**src/rtl/gbod_ram.sv**
```systemverilog
// Generic single-write, single-read RAM with a registered read port.
// Depends on nothing.
module gbod_ram #(
    parameter int WIDTH = 32,
    parameter int DEPTH = 64
) (
    input  logic                     aclk,
    input  logic                     we,
    input  logic [$clog2(DEPTH)-1:0] waddr,
    input  logic [WIDTH-1:0]         wdata,
    input  logic [$clog2(DEPTH)-1:0] raddr,
    output logic [WIDTH-1:0]         rdata
);

    logic [WIDTH-1:0] mem [DEPTH];
    logic [WIDTH-1:0] rdata_reg;

    // Write port and registered read port.
    always_ff @(posedge aclk) begin
        if (we) begin
            mem[waddr] <= wdata;
        end
        rdata_reg <= mem[raddr];
    end

    assign rdata = rdata_reg;

endmodule

```
**config.mk**
```make
export PLATFORM = sky130hd
export DESIGN_NAME = gbod_ram
export DESIGN_NICKNAME = d
export VERILOG_FILES = /design/src/rtl/gbod_ram.sv
export SDC_FILE = /design/constraint.sdc
export NUM_CORES = 2
export LEC_CHECK = 0
export ABC_AREA = 0
export BUFFER_PORTS_ARGS = -buffer_cell sky130_fd_sc_hd__clkbuf_2
export CAP_MARGIN = 30
export CORE_MARGIN = 4
export CORE_UTILIZATION = 60
export DETAILED_ROUTE_END_ITERATION = 6
export PLACE_DENSITY = 0.76
export SYNTH_ARGS = -nofsm -noshare
export SYNTH_HDL_FRONTEND = slang
export SYNTH_SLANG_ARGS = --single-unit
```
**constraint.sdc**
```tcl
create_clock -name aclk -period 4.63 [get_ports aclk]
set_input_delay 0.463 -clock aclk [delete_from_list [all_inputs] [get_ports aclk]]
set_output_delay 0.463 -clock aclk [all_outputs]
set_load 0.02 [all_outputs]
```
==> run_results.csv <==
group,metric,value,unit
timing,skew,0.0331,ns
setup_path,slowest_stage,"o22ai_1",
timing,rsz0062_at_grt,"no",
routing,drt_pass1_iterations,6,
cells_and_area,largest_reg_flops,2048,
synthesis,yosys_warnings,0,
clocking,cts_resized,0,
setup_path,critPathMaxStageDelay,0.76,ns
pwr,power.density,434,mW/mm²
grt,first_global_vias,39500,
setup_path,required,5.26,ns
synthesis,synthTopCellsByCount,"edfxtp_1 (2048), mux4_2 (544), nor2_1 (137), mux2i_1 (93), o22ai_1 (84)",
clocking,cts.sinks,2080,
pwr,p_sw,8.26,mW
floorplan,fp.dieArea,0.137,mm²
setup_path,critPathTopFamily,"buffers and inverters",
clocking,cts_max_path_buffers,3,
synthesis,syn_avg_cell_area,23.6,µm²
synthesis,synth_area,0.0785,mm²
routing,wl_per_cell,38.0,µm
pwr,ir_drop,0.000419,V
timing,setup_viol,0,
pwr,power.leakage,27.7,nW
timing,finalHoldViolCount,0,
synthesis,ys_types,34,
grt,antenna_found_initial,28,
synthesis,yosysMostFrequentCell,"edfxtp_1",
setup_path,cp-start-kind,"primary input",
clocking,cts_root_buf,"clkbuf_16",
place,hpwl,116000,µm
timing,max_slew_margin,25.4,%
routing,routed_wl,209000,µm
floorplan,die_x,370,µm
pwr,sequentialPowerShare,54.5,%
clocking,path_clk_slew,0.07,ns
synthesis,syn_inst,3324,
setup_path,cpMostUsedCell,"mux4_2",
floorplan,initial_core_util,60.5,%
grt,grt_overflow,0,
timing,fin_ws,1.55,ns
synthesis,async_reset_ff_share,0,%
pwr,swShare,21.5,%
pwr,intPower,30.2,mW
timing,min_period,3.08,ns
routing,via_count,39100,
setup_path,r2r_slack,2.06,ns
synthesis,syn-num-nets,3370,
synthesis,ys_seq_elements,2080,
place,portBuffers,77,
cells_and_area,drive_above_1_share,30.4,%
timing,tightest_slew,1.12,ns
timing,fin_tns_setup,0,ns
cells_and_area,fin_nets,3639,
min_path,min_path_type,"in -> reg",
place,post-place-ws,0.766,ns
synthesis,synth.area.top_cells,"edfxtp_1 (78%), mux4_2 (16%), mux2i_1 (1.2%)",
floorplan,die_h,370,µm
synthesis,synth_top_cell_area_share,78.3,%
pwr,combPwrFrac,5.3,%
place,place.gp.congestion,0.851,
synthesis,post-synth-top-area-cell,"edfxtp_1",
floorplan,ios,78,
routing,drc,0,
grt,grt_max_degree,88,
setup_path,critPathKind,"in -> reg",
clocking,htreeDepth,4,
timing,max_freq,324,MHz
clocking,cts_hold_buffers,0,
clocking,cts-buffers-inserted,190,
clocking,cts_tree,"yes",
clocking,clk_latency,0.84,ns
synthesis,synth_flop_cell,"edfxtp_1",
status,status,"completed",
routing,drtIter0Drc,6845,
grt,grt_usage,31.3,%
timing,fin_crit_sh,66.6,%
routing,routed_via_density,7.10,
grt,grt_pass1_wl,298000,µm
routing,ant_nets,0,
run,maxCapViolCount,0,
synthesis,synth-edff-count,2048,
cells_and_area,syn2layout_area_growth,12.7,%
clocking,cts_setup_buffers,0,
synthesis,ys_seq_area_share,79.1,%
timing,drv_slew,0,
setup_path,arrival,3.72,ns
setup_path,critPathBufInv,3,
floorplan,num_rows,132,
setup_path,end_kind,"flop",
setup_path,crit_chain,"buf_8, buf_12, buf_4, mux4_2, mux4_2, o22ai_1, nor2_1",
pwr,p_clk_share,40.1,%
floorplan,coreArea,0.130,mm²
setup_path,crit_path_max_fanout,38,
power groups by stage:
stage	Clock, mW	Sequential, mW	Combinational (mW)
after floorplan	0	21.3	1.01
after global placement	0	21.3	1.92
after detailed placement	0	21.3	1.99
after CTS	15.5	20.9	2.02
after global routing	16.4	20.9	2.12
final	15.4	21.0	2.05
worst register-to-register path, stage by stage (launching register included):
cell	delay [ns]
edfxtp_1	0.40
mux4_2	0.47
mux4_2	0.56
o22ai_1	0.77
nor2_1	0.19
metrics by stage:
step                cells  cell area (µm²)  hold WS, ns  power (mW)  util (%)
floorplan            3324            78500        0.562        22.3         -
global placement     5130            82100        0.718        23.3      63.3
detailed placement   5139            82300        0.731        23.3      63.4
CTS                  5495            88400        0.124        38.5      68.1
global route         5503            88500        0.172        39.4      68.1
finish               5505            88500        0.159        38.4      68.1
cells by family (layout without fill, tap and decap cells):
family / count (synthesis) / in the layout / share of synthesized area, %
compound gates: 202 / 202 / 1.67
simple gates: 223 / 223 / 1.27
buf+inv: 182 / 615 / 1.13
flops: 2080 / 2080 / 79.1
other cells: 0 / 6 / 0
mux: 637 / 637 / 16.8
layout by cell type, fill, tap and decap left out, drive strengths merged, types with 10 or more instances in the layout:
| master | synthesis | routed |
|---|---|---|
| clkinv | 0 | 59 |
| dfxtp | 32 | 32 |
| bufinv | 0 | 12 |
| a22oi | 12 | 12 |
| mux2i | 93 | 93 |
| inv | 0 | 10 |
| nor2 | 137 | 137 |
| a21oi | 62 | 62 |
| clkbuf | 74 | 342 |
| buf | 108 | 186 |
| o221ai | 27 | 27 |
| mux4 | 544 | 544 |
| edfxtp | 2048 | 2048 |
| nor2b | 15 | 15 |
| o22ai | 84 | 84 |
| nand2 | 26 | 26 |
final cells by class:
cell class | instances | area [µm²]
Sequential cell | 2080 | 62100
Fill cell | 7484 | 41400
Multi-Input combinational cell | 1062 | 16000
Clock buffer | 269 | 5240
Tap cell | 1742 | 2180
Timing Repair Buffer | 259 | 2080
Clock inverter | 87 | 826
Antenna cell | 6 | 15.0
metal layers:
metal	wire length (µm)	up-vias	global-route usage, %
li1	-	14800	-
met1	67900	20300	42.2
met2	101000	3322	48.7
met3	28900	605	8.34
met4	11600	22	14.7
met5	169	-	0
final timing paths:
kind / start / end / cells past startpoint
setup / recovery: raddr[0] / rdata[15] / 7
hold / removal: wdata[16] / mem[52][16] / 1
setup reg to reg: mem[15][15] / rdata[15] / 4
hold reg to reg: mem[12][8] / rdata[8] / 4
No activity file was read; power rests on OpenSTA's default activity.
